$ cat config.mk
export PLATFORM = sky130hd
export DESIGN_NAME = x86_integer_alu_flags_unit
export DESIGN_NICKNAME = d
export VERILOG_FILES = /design/src/sv/xalu_pkg.sv /design/src/sv/x86_integer_alu_flags_unit.sv /design/src/sv/xalu_core.sv
export SDC_FILE = /design/constraint.sdc
export NUM_CORES = 1
export LEC_CHECK = 0
export ABC_CLOCK_PERIOD_IN_PS = 12050
export BUFFER_PORTS_ARGS = -buffer_cell sky130_fd_sc_hd__buf_4
export CAP_MARGIN = 15
export CORE_MARGIN = 2
export CORE_UTILIZATION = 43
export CTS_CLUSTER_SIZE = 30
export DETAILED_ROUTE_END_ITERATION = 10
export MAX_ROUTING_LAYER = met4
export PLACE_DENSITY = 0.66
export SYNTH_ARGS = -nofsm -noshare
export SYNTH_HDL_FRONTEND = slang
export SYNTH_SLANG_ARGS = --single-unit
export TNS_END_PERCENT = 100
$ cat constraint.sdc
create_clock -name clk -period 12.05 [get_ports clk]
set_input_delay 0.6025 -clock clk [delete_from_list [all_inputs] [get_ports clk]]
set_output_delay 0.6025 -clock clk [all_outputs]
set_load 0.02 [all_outputs]
$ cat src/sv/xalu_pkg.sv
// Package: operation codes, size codes and item types for the x86 ALU flags unit.
`default_nettype none

package xalu_pkg;

    localparam logic [3:0] CMD_ADC  = 4'd0;
    localparam logic [3:0] CMD_ADD  = 4'd1;
    localparam logic [3:0] CMD_AND  = 4'd2;
    localparam logic [3:0] CMD_CMP  = 4'd3;
    localparam logic [3:0] CMD_OR   = 4'd4;
    localparam logic [3:0] CMD_SBB  = 4'd5;
    localparam logic [3:0] CMD_SUB  = 4'd6;
    localparam logic [3:0] CMD_TEST = 4'd7;
    localparam logic [3:0] CMD_XOR  = 4'd8;

    localparam logic [1:0] SIZE_8  = 2'd0;
    localparam logic [1:0] SIZE_16 = 2'd1;
    localparam logic [1:0] SIZE_32 = 2'd2;

    typedef struct packed {
        logic [3:0]  command;
        logic [1:0]  operand_size;
        logic [31:0] dest_value;
        logic [31:0] source_value;
        logic        sign_extend_byte;
        logic        carry_in;
    } xalu_op_t;

    typedef struct packed {
        logic [31:0] result;
        logic        write_back;
        logic        carry_flag;
        logic        parity_flag;
        logic        aux_carry_flag;
        logic        zero_flag;
        logic        sign_flag;
        logic        overflow_flag;
    } xalu_res_t;

endpackage

`default_nettype wire

$ cat src/sv/x86_integer_alu_flags_unit.sv
// Top level: input register, ALU datapath and result register with valid/ready handshakes.
// Each item moves from the input register to the result register, which drives the output.
// Throughput: one item per cycle while out_ready holds; the two registers advance together.
// A stalled output holds the result register; the input register then fills and stalls input.
// Reset (rst_n low, asynchronous) empties both stages; payload registers are not reset.
`default_nettype none

module x86_integer_alu_flags_unit (
    input  wire logic        clk,
    input  wire logic        rst_n,
    input  wire logic        in_valid,
    output      logic        in_ready,
    input  wire logic [3:0]  command,
    input  wire logic [1:0]  operand_size,
    input  wire logic [31:0] dest_value,
    input  wire logic [31:0] source_value,
    input  wire logic        sign_extend_byte,
    input  wire logic        carry_in,
    output      logic        out_valid,
    input  wire logic        out_ready,
    output      logic [31:0] result,
    output      logic        write_back,
    output      logic        carry_flag,
    output      logic        parity_flag,
    output      logic        aux_carry_flag,
    output      logic        zero_flag,
    output      logic        sign_flag,
    output      logic        overflow_flag
);
    import xalu_pkg::*;

    logic      op_valid_reg;
    logic      op_valid_next;
    xalu_op_t  op_reg;
    logic      res_valid_reg;
    logic      res_valid_next;
    xalu_res_t res_reg;
    xalu_res_t res_comb;
    logic      res_open;
    logic      in_take;

    xalu_core u_core (
        .op  (op_reg),
        .res (res_comb)
    );

    assign res_open = ~res_valid_reg | out_ready;
    assign in_ready = ~op_valid_reg | res_open;
    assign in_take  = in_valid & in_ready;

    always_comb
    begin
        op_valid_next  = op_valid_reg;
        res_valid_next = res_valid_reg;
        if (res_open)
        begin
            res_valid_next = op_valid_reg;
            op_valid_next  = 1'b0;
        end
        if (in_take)
        begin
            op_valid_next = 1'b1;
        end
    end

    always_ff @(posedge clk or negedge rst_n)
    begin
        if (!rst_n)
        begin
            op_valid_reg  <= 1'b0;
            res_valid_reg <= 1'b0;
        end
        else
        begin
            op_valid_reg  <= op_valid_next;
            res_valid_reg <= res_valid_next;
        end
    end

    // advance payload
    always_ff @(posedge clk)
    begin
        if (in_take)
        begin
            op_reg <= '{command:          command,
                        operand_size:     operand_size,
                        dest_value:       dest_value,
                        source_value:     source_value,
                        sign_extend_byte: sign_extend_byte,
                        carry_in:         carry_in};
        end
        if (res_open && op_valid_reg)
        begin
            res_reg <= res_comb;
        end
    end

    assign out_valid      = res_valid_reg;
    assign result         = res_reg.result;
    assign write_back     = res_reg.write_back;
    assign carry_flag     = res_reg.carry_flag;
    assign parity_flag    = res_reg.parity_flag;
    assign aux_carry_flag = res_reg.aux_carry_flag;
    assign zero_flag      = res_reg.zero_flag;
    assign sign_flag      = res_reg.sign_flag;
    assign overflow_flag  = res_reg.overflow_flag;

endmodule

`default_nettype wire

$ cat src/sv/xalu_core.sv
// Combinational datapath: operand masking, adder, logic ops and flag generation.
`default_nettype none

module xalu_core (
    input  xalu_pkg::xalu_op_t  op,
    output xalu_pkg::xalu_res_t res
);
    import xalu_pkg::*;

    logic [31:0] mask;
    logic [31:0] src_sel;
    logic [31:0] a;
    logic [31:0] b;
    logic        cin_add;
    logic        cin_sub;
    logic [32:0] sum;
    logic [32:0] diff;
    logic [31:0] value;
    logic        known;

    function automatic logic msb_bit(input logic [31:0] v, input logic [1:0] size);
        logic bit_sel;
        unique case (size)
            SIZE_8:  bit_sel = v[7];
            SIZE_16: bit_sel = v[15];
            default: bit_sel = v[31];
        endcase
        return bit_sel;
    endfunction

    function automatic logic carry_bit(input logic [32:0] v, input logic [1:0] size);
        logic bit_sel;
        unique case (size)
            SIZE_8:  bit_sel = v[8];
            SIZE_16: bit_sel = v[16];
            default: bit_sel = v[32];
        endcase
        return bit_sel;
    endfunction

    always_comb
    begin
        unique case (op.operand_size)
            SIZE_8:  mask = 32'h0000_00FF;
            SIZE_16: mask = 32'h0000_FFFF;
            default: mask = 32'hFFFF_FFFF;
        endcase
    end

    assign src_sel = op.sign_extend_byte ? {{24{op.source_value[7]}}, op.source_value[7:0]}
                                         : op.source_value;
    assign a       = op.dest_value & mask;
    assign b       = src_sel & mask;
    assign cin_add = (op.command == CMD_ADC) & op.carry_in;
    assign cin_sub = (op.command == CMD_SBB) & op.carry_in;
    assign sum     = {1'b0, a} + {1'b0, b} + {32'd0, cin_add};
    assign diff    = {1'b0, a} - {1'b0, b} - {32'd0, cin_sub};

    always_comb
    begin
        value              = 32'd0;
        known              = 1'b1;
        res.write_back     = 1'b0;
        res.carry_flag     = 1'b0;
        res.aux_carry_flag = 1'b0;
        res.overflow_flag  = 1'b0;
        case (op.command) inside
            CMD_ADC, CMD_ADD:
            begin
                value              = sum[31:0] & mask;
                res.write_back     = 1'b1;
                res.carry_flag     = carry_bit(sum, op.operand_size);
                res.aux_carry_flag = a[4] ^ b[4] ^ value[4];
                res.overflow_flag  = msb_bit(~(a ^ b) & (a ^ value), op.operand_size);
            end
            CMD_CMP, CMD_SBB, CMD_SUB:
            begin
                value              = diff[31:0] & mask;
                res.write_back     = (op.command != CMD_CMP);
                res.carry_flag     = carry_bit(diff, op.operand_size);
                res.aux_carry_flag = a[4] ^ b[4] ^ value[4];
                res.overflow_flag  = msb_bit((a ^ b) & (a ^ value), op.operand_size);
            end
            CMD_AND, CMD_TEST:
            begin
                value          = a & b;
                res.write_back = (op.command != CMD_TEST);
            end
            CMD_OR:
            begin
                value          = a | b;
                res.write_back = 1'b1;
            end
            CMD_XOR:
            begin
                value          = a ^ b;
                res.write_back = 1'b1;
            end
            default:
            begin
                known = 1'b0;
            end
        endcase
    end

    assign res.result      = value;
    assign res.parity_flag = known & ~(^value[7:0]);
    assign res.zero_flag   = known & (value == 32'd0);
    assign res.sign_flag   = known & msb_bit(value, op.operand_size);

endmodule

`default_nettype wire

### Word level (Yosys, flattened, before mapping)

Index checks and enable logic that the tools add are counted.

* $add $sub $neg: 4
* equal/unequal tests: 11
* muxes and demuxes: 27
* bitwise gates (word level): 26
* reductions and logical operators: 9

Operators by type and width (count)
* $and A32 B32 Y32: 7
* $mux W32: 6
* $xor A32 B32 Y32: 3
* $pmux W32 S2: 1
* $add A32 B32 Y33: 1
* $add A33 B1 Y33: 1
* $sub A32 B32 Y33: 1
* $sub A33 B1 Y33: 1
* $logic_not A32 Y1: 1
* $not A32 Y32: 1
* $or A32 B32 Y32: 1
* $eq A4 B3 Y1 const B: 4
* $mux W1: 15
* $pmux W1 S2: 5
* $eq A4 B2 Y1 const B: 2
* $reduce_xor A8 Y1: 1
* $and A1 B1 Y1: 6
* $eq A4 B1 Y1 const B: 1
* $eq A4 B4 Y1 const B: 1
* $logic_not A4 Y1: 1
* $ne A4 B2 Y1 const B: 1
* $ne A4 B3 Y1 const B: 1
* $reduce_or A2 Y1: 2
* $not A1 Y1: 3
* other kinds (7): 10

* register bits: 113
* input bits: 76
* output and inout bits: 41
* word-level logic and storage cells: 93

### Longest topological paths before layout

* depth in word-level cells: 12
* gate-level depth with buffers: 22
* depth with buffers taken out: 21

### Modules after synthesis

Synthesis repeated with hierarchy kept, for this count alone.

* cell total of the unflattened synthesis: 1129
* area, all modules: 10052.1 um^2

By module, submodules not included
* xalu_core: times used 1, cells each 1010, area each 6615.1 um^2, sequential area each 0.0 um^2
* x86_integer_alu_flags_unit: times used 1, cells each 119, area each 3437.0 um^2, sequential area each 3383.2 um^2

### Worst setup path before layout

Ideal clock, no wire load.

* path kind: register to register
* start point: reg op_reg[70] (netlist name)
* end point: reg res_reg (netlist bit zero_flag) (data pin)
* library setup time: 0.168 ns
* arrival: 4.809 ns
* required time: 11.882 ns
* setup slack: 7.073 ns
* cell stages (with the launch flop): 20
* path buffers: 1
* period minus slack after synthesis: 4.977 ns
* cells stage by stage: edfxtp_1 -> clkbuf_1 -> nand2b_1 -> or3_1 -> fa_1 -> inv_1 -> ha_1 -> nor2_1 -> fa_1 -> nor3b_2 -> o211ai_1 -> a2111o_1 -> a21oi_1 -> nor3b_1 -> a211o_1 -> or4_4 -> nor4_2 -> nand4_1 -> or4_4 -> nor4b_4

RTL lines
* start: declaration: line x86_integer_alu_flags_unit.sv:34 `xalu_op_t op_reg;`
* start signal: assignment: line x86_integer_alu_flags_unit.sv:85 `op_reg <= '{command: command,`
* end signal: assignment: line x86_integer_alu_flags_unit.sv:94 `res_reg <= res_comb;`
* end: declaration: line x86_integer_alu_flags_unit.sv:37 `xalu_res_t res_reg;`

==> flow_metrics.py <==
metrics = {
    "clock_network": {
        "h-tree-depth": 4,
        "cts_resized": 0,
        "root_buffer": "clkbuf_16",
        "cts_num_sinks": 113,
        "clock_path_buffers": 2,
        "cts_tree": "yes",
        "clk-insertion-delay-late_ns": 0.43,
        "numCtsBuffers": 17,
        "clk_pin_slew_ns": 0.06,
    },
    "final_layout": {
        "drive_gt1_share_pct": 14.3,
        "final_cells": 1565,
        "nets": 1444,
        "postLayoutCoreUtil_pct": 50.7,
        "layout_commonest_cell": "ha_1",
        "fillers": 2216,
        "num_antenna_cells": 0,
        "final_area_mm2": 0.0118,
        "mostFrequentLayoutCells": "130 x ha_1, 123 x buf_4, 117 x inv_1",
        "largest_reg_flops": 72,
        "syn_to_final_growth_pct": 16.2,
    },
    "synth": {
        "ys_types": 80,
        "yosysSeqAreaShare_pct": 33.2,
        "synth_area_mm2": 0.0102,
        "synth_edf_count": 111,
        "syn_nets": 1358,
        "avgSynthCellArea_um2": 8.87,
        "ys_warn_count": 0,
        "synth_top_flop_cell": "edfxtp_1",
        "async_reset_ff_share_pct": 1.77,
        "postSynthCellCount": 1148,
        "synth_seq_cells": 113,
    },
    "timing": {
        "finalCriticalPeriod_ns": 5.91,
        "slew_violations": 0,
        "worst_pin_slew_ns": 0.983,
        "fmax_mhz": 169,
        "finalHoldViolCount": 0,
        "finalClockSkew_ns": 0.0117,
        "setup_viol": 0,
        "tns_ns": 0,
        "min_period_over_period_pct": 49.0,
        "rsz0062_at_grt": "no",
        "slew_headroom_pct": 34.4,
    },
    "power": {
        "power.density_mw_per_mm2": 134,
        "power_leakage_uw": 0.00517,
        "ir_drop_uv": 68.1,
    },
    "setup_path": {
        "cp-end-kind": "flip-flop",
        "crit_fanout": 10,
        "crit_chain": "nand2b_1 > or3_1 > fa_1 > inv_1 > ha_1 > nor2_1 > fa_1 > nor3b_2 > o21ai_0 > xor2_1 > a221oi_1 > ha_1 > nand4_1 > nor2_1 > nand2_1 > or4_1 > nor4_2 > nand4_1 > or4_4 > nor4b_4",
        "cp_num_buf_inv": 1,
        "crit_path_top_delay_cell": "a221oi_1",
        "path_delay_family": "simple AND/OR/NAND/NOR gates",
        "start_kind": "flip-flop",
        "cp.depth": 20,
        "rr_worst_depth": 20,
        "crit_type": "flip-flop to flip-flop",
        "worstPathArrival_ns": 6.16,
        "slowest_delay_ns": 0.57,
        "cp.required_ns": 12.30,
    },
    "detailed_routing": {
        "ant_nets": 0,
        "drc_errors": 0,
        "viasPerCell": 5.66,
        "drt_pass1_iterations": 5,
        "num_vias": 8852,
        "drtIter0Drc": 764,
        "wire_per_inst_um": 19.4,
        "wl_um": 30400,
    },
    "global_route": {
        "grt_start_max_net_pins": 73,
        "antenna_found_initial": 0,
        "grt_pass1_vias": 8300,
        "grt.total_usage_pct": 25.4,
        "grt_pass1_wl_um": 46800,
        "globalRouteOverflowTotal": 0,
    },
    "die": {
        "fp.dieH_um": 158,
        "die_w_um": 158,
        "rows": 56,
        "ios": 117,
        "initial_core_util_pct": 43.7,
        "coreArea_mm2": 0.0233,
        "die_area_mm2": 0.0249,
    },
    "placement": {
        "port_buffers": 116,
        "dpl_cell_area_mm2": 0.0113,
        "gp_congestion": 1.02,
        "dpl.cell_count": 1533,
        "place_hpwl_um": 23400,
    },
    "run_status": {
        "status": "finished clean",
    },
    "min_path": {
        "hold_depth": 1,
        "hp-class": "input pin to flip-flop",
    },
    "run": {
        "drv_cap": 0,
    },
}
==> report_power, final <==
part	switching, uW	internal (uW)	leakage, uW
sequential	15.5	477	0.00110
clock	187	319	0.000283
combinational	367	224	0.00378
==> repair_timing <==
action,in CTS,in global routing
hold endpoints to repair,2,0
hold buffers,1,0
buffers inserted,0,0
==> cells by family after synthesis <==
| group | Yosys count | synth area share, % |
|---|---|---|
| mux | 9 | 0.909 |
| buf+inv | 174 | 6.84 |
| flops | 113 | 33.2 |
| xor+xnor | 56 | 4.89 |
| simple gates | 325 | 16.1 |
| fa+ha+maj | 134 | 16.8 |
| compound gates | 337 | 21.3 |
==> synthesized netlist by cell type (3+ instances only) <==
| cell | n | area [um^2] |
|---|---|---|
| a41oi_1 | 4 | 35.0 |
| mux2i_1 | 7 | 70.1 |
| nand2_1 | 98 | 368 |
| a31oi_1 | 5 | 31.3 |
| o22ai_1 | 4 | 25.0 |
| or2_2 | 4 | 25.0 |
| or4_1 | 5 | 37.5 |
| clkbuf_1 | 45 | 169 |
| a211oi_1 | 9 | 67.6 |
| a21boi_0 | 3 | 22.5 |
| a21o_1 | 20 | 150 |
| and2_1 | 7 | 43.8 |
| nand2b_1 | 12 | 75.1 |
| and3_1 | 6 | 37.5 |
| buf_2 | 4 | 20.0 |
| nand4_1 | 16 | 100 |
| or3_1 | 5 | 31.3 |
| xor2_1 | 18 | 158 |
| o31ai_1 | 3 | 22.5 |
| nor2b_1 | 27 | 169 |
| o221ai_1 | 7 | 61.3 |
| nand3_1 | 21 | 105 |
| o21ai_0 | 93 | 465 |
| edfxtp_1 | 111 | 3330 |
| nor3_1 | 14 | 70.1 |
| a221o_1 | 7 | 70.1 |
| a21oi_1 | 91 | 455 |
| nor2_1 | 78 | 293 |
| o21bai_1 | 4 | 30.0 |
| inv_1 | 117 | 439 |
| a211o_1 | 3 | 26.3 |
| a221oi_1 | 10 | 87.6 |
| o21a_1 | 10 | 75.1 |
| buf_4 | 5 | 37.5 |
| ha_1 | 130 | 1630 |
| nor4_1 | 6 | 37.5 |
| nand3b_1 | 3 | 22.5 |
| o211ai_1 | 16 | 120 |
| a22oi_1 | 21 | 158 |
| xnor2_1 | 37 | 324 |
| fa_1 | 4 | 80.1 |
| nor3b_1 | 3 | 22.5 |
==> stage by stage <==
stage                     worst slack [ns]  hold slack (ns)  power (uW)
after floorplan                       7.07            0.307         911
after global placement                6.15            0.387        1080
after detailed placement              6.20            0.386        1080
after CTS                             6.15            0.342        1590
after global routing                  5.77            0.343        1680
final                                 6.14            0.347        1590
==> path summary, 6_finish.rpt <==
path	from	endpoint	slack (ns)
setup / recovery	op_reg[71]$_DFFE_PP_	zero_flag$_DFFE_PP_	6.14
hold / removal	dest_value[24]	op_reg[58]$_DFFE_PP_	0.35
setup reg to reg	op_reg[71]$_DFFE_PP_	zero_flag$_DFFE_PP_	6.14
hold reg to reg	op_valid_reg$_DFFE_PN0P_	out_valid$_DFFE_PN0P_	0.48
max in group asynchronous	rst_n	out_valid$_DFFE_PN0P_	11.45
min in group asynchronous	rst_n	op_valid_reg$_DFFE_PN0P_	0.51
==> cell type report <==
type                       instances  area (um^2)  share of cell area, %
clock inverter                    14          148                   1.25
multi-input combinational        861         6110                   51.6
inverter                         117          439                   3.71
sequential                       113         3380                   28.6
clock buffer                      17          425                   3.59
timing repair buffer             124          933                   7.89
tap                              319          399                   3.37
==> metal layers <==
layer | up-vias | wire length (um) | share of wire (%) | track usage, %
li1 | 4289 | - | - | -
met1 | 4198 | 15000 | 49 | 36.9
met2 | 342 | 13200 | 44 | 37.6
met3 | 23 | 1810 | 6.0 | 3.04
met4 | 0 | 312 | 1.0 | 5.80
met5 | - | 0 | 0 | -
==> worst register-to-register path, cell delays in order, from the launching register on <==
cell and delay, ns:
edfxtp_1 0.51, nand2b_1 0.37, or3_1 0.50, fa_1 0.47
inv_1 0.07, ha_1 0.16, nor2_1 0.06, fa_1 0.44
nor3b_2 0.19, o21ai_0 0.27, xor2_1 0.11, a221oi_1 0.57
ha_1 0.25, nand4_1 0.11, nor2_1 0.13, nand2_1 0.08
or4_1 0.45, nor4_2 0.15, nand4_1 0.12, or4_4 0.50
nor4b_4 0.21
Power figures use the tool's default switching activity.
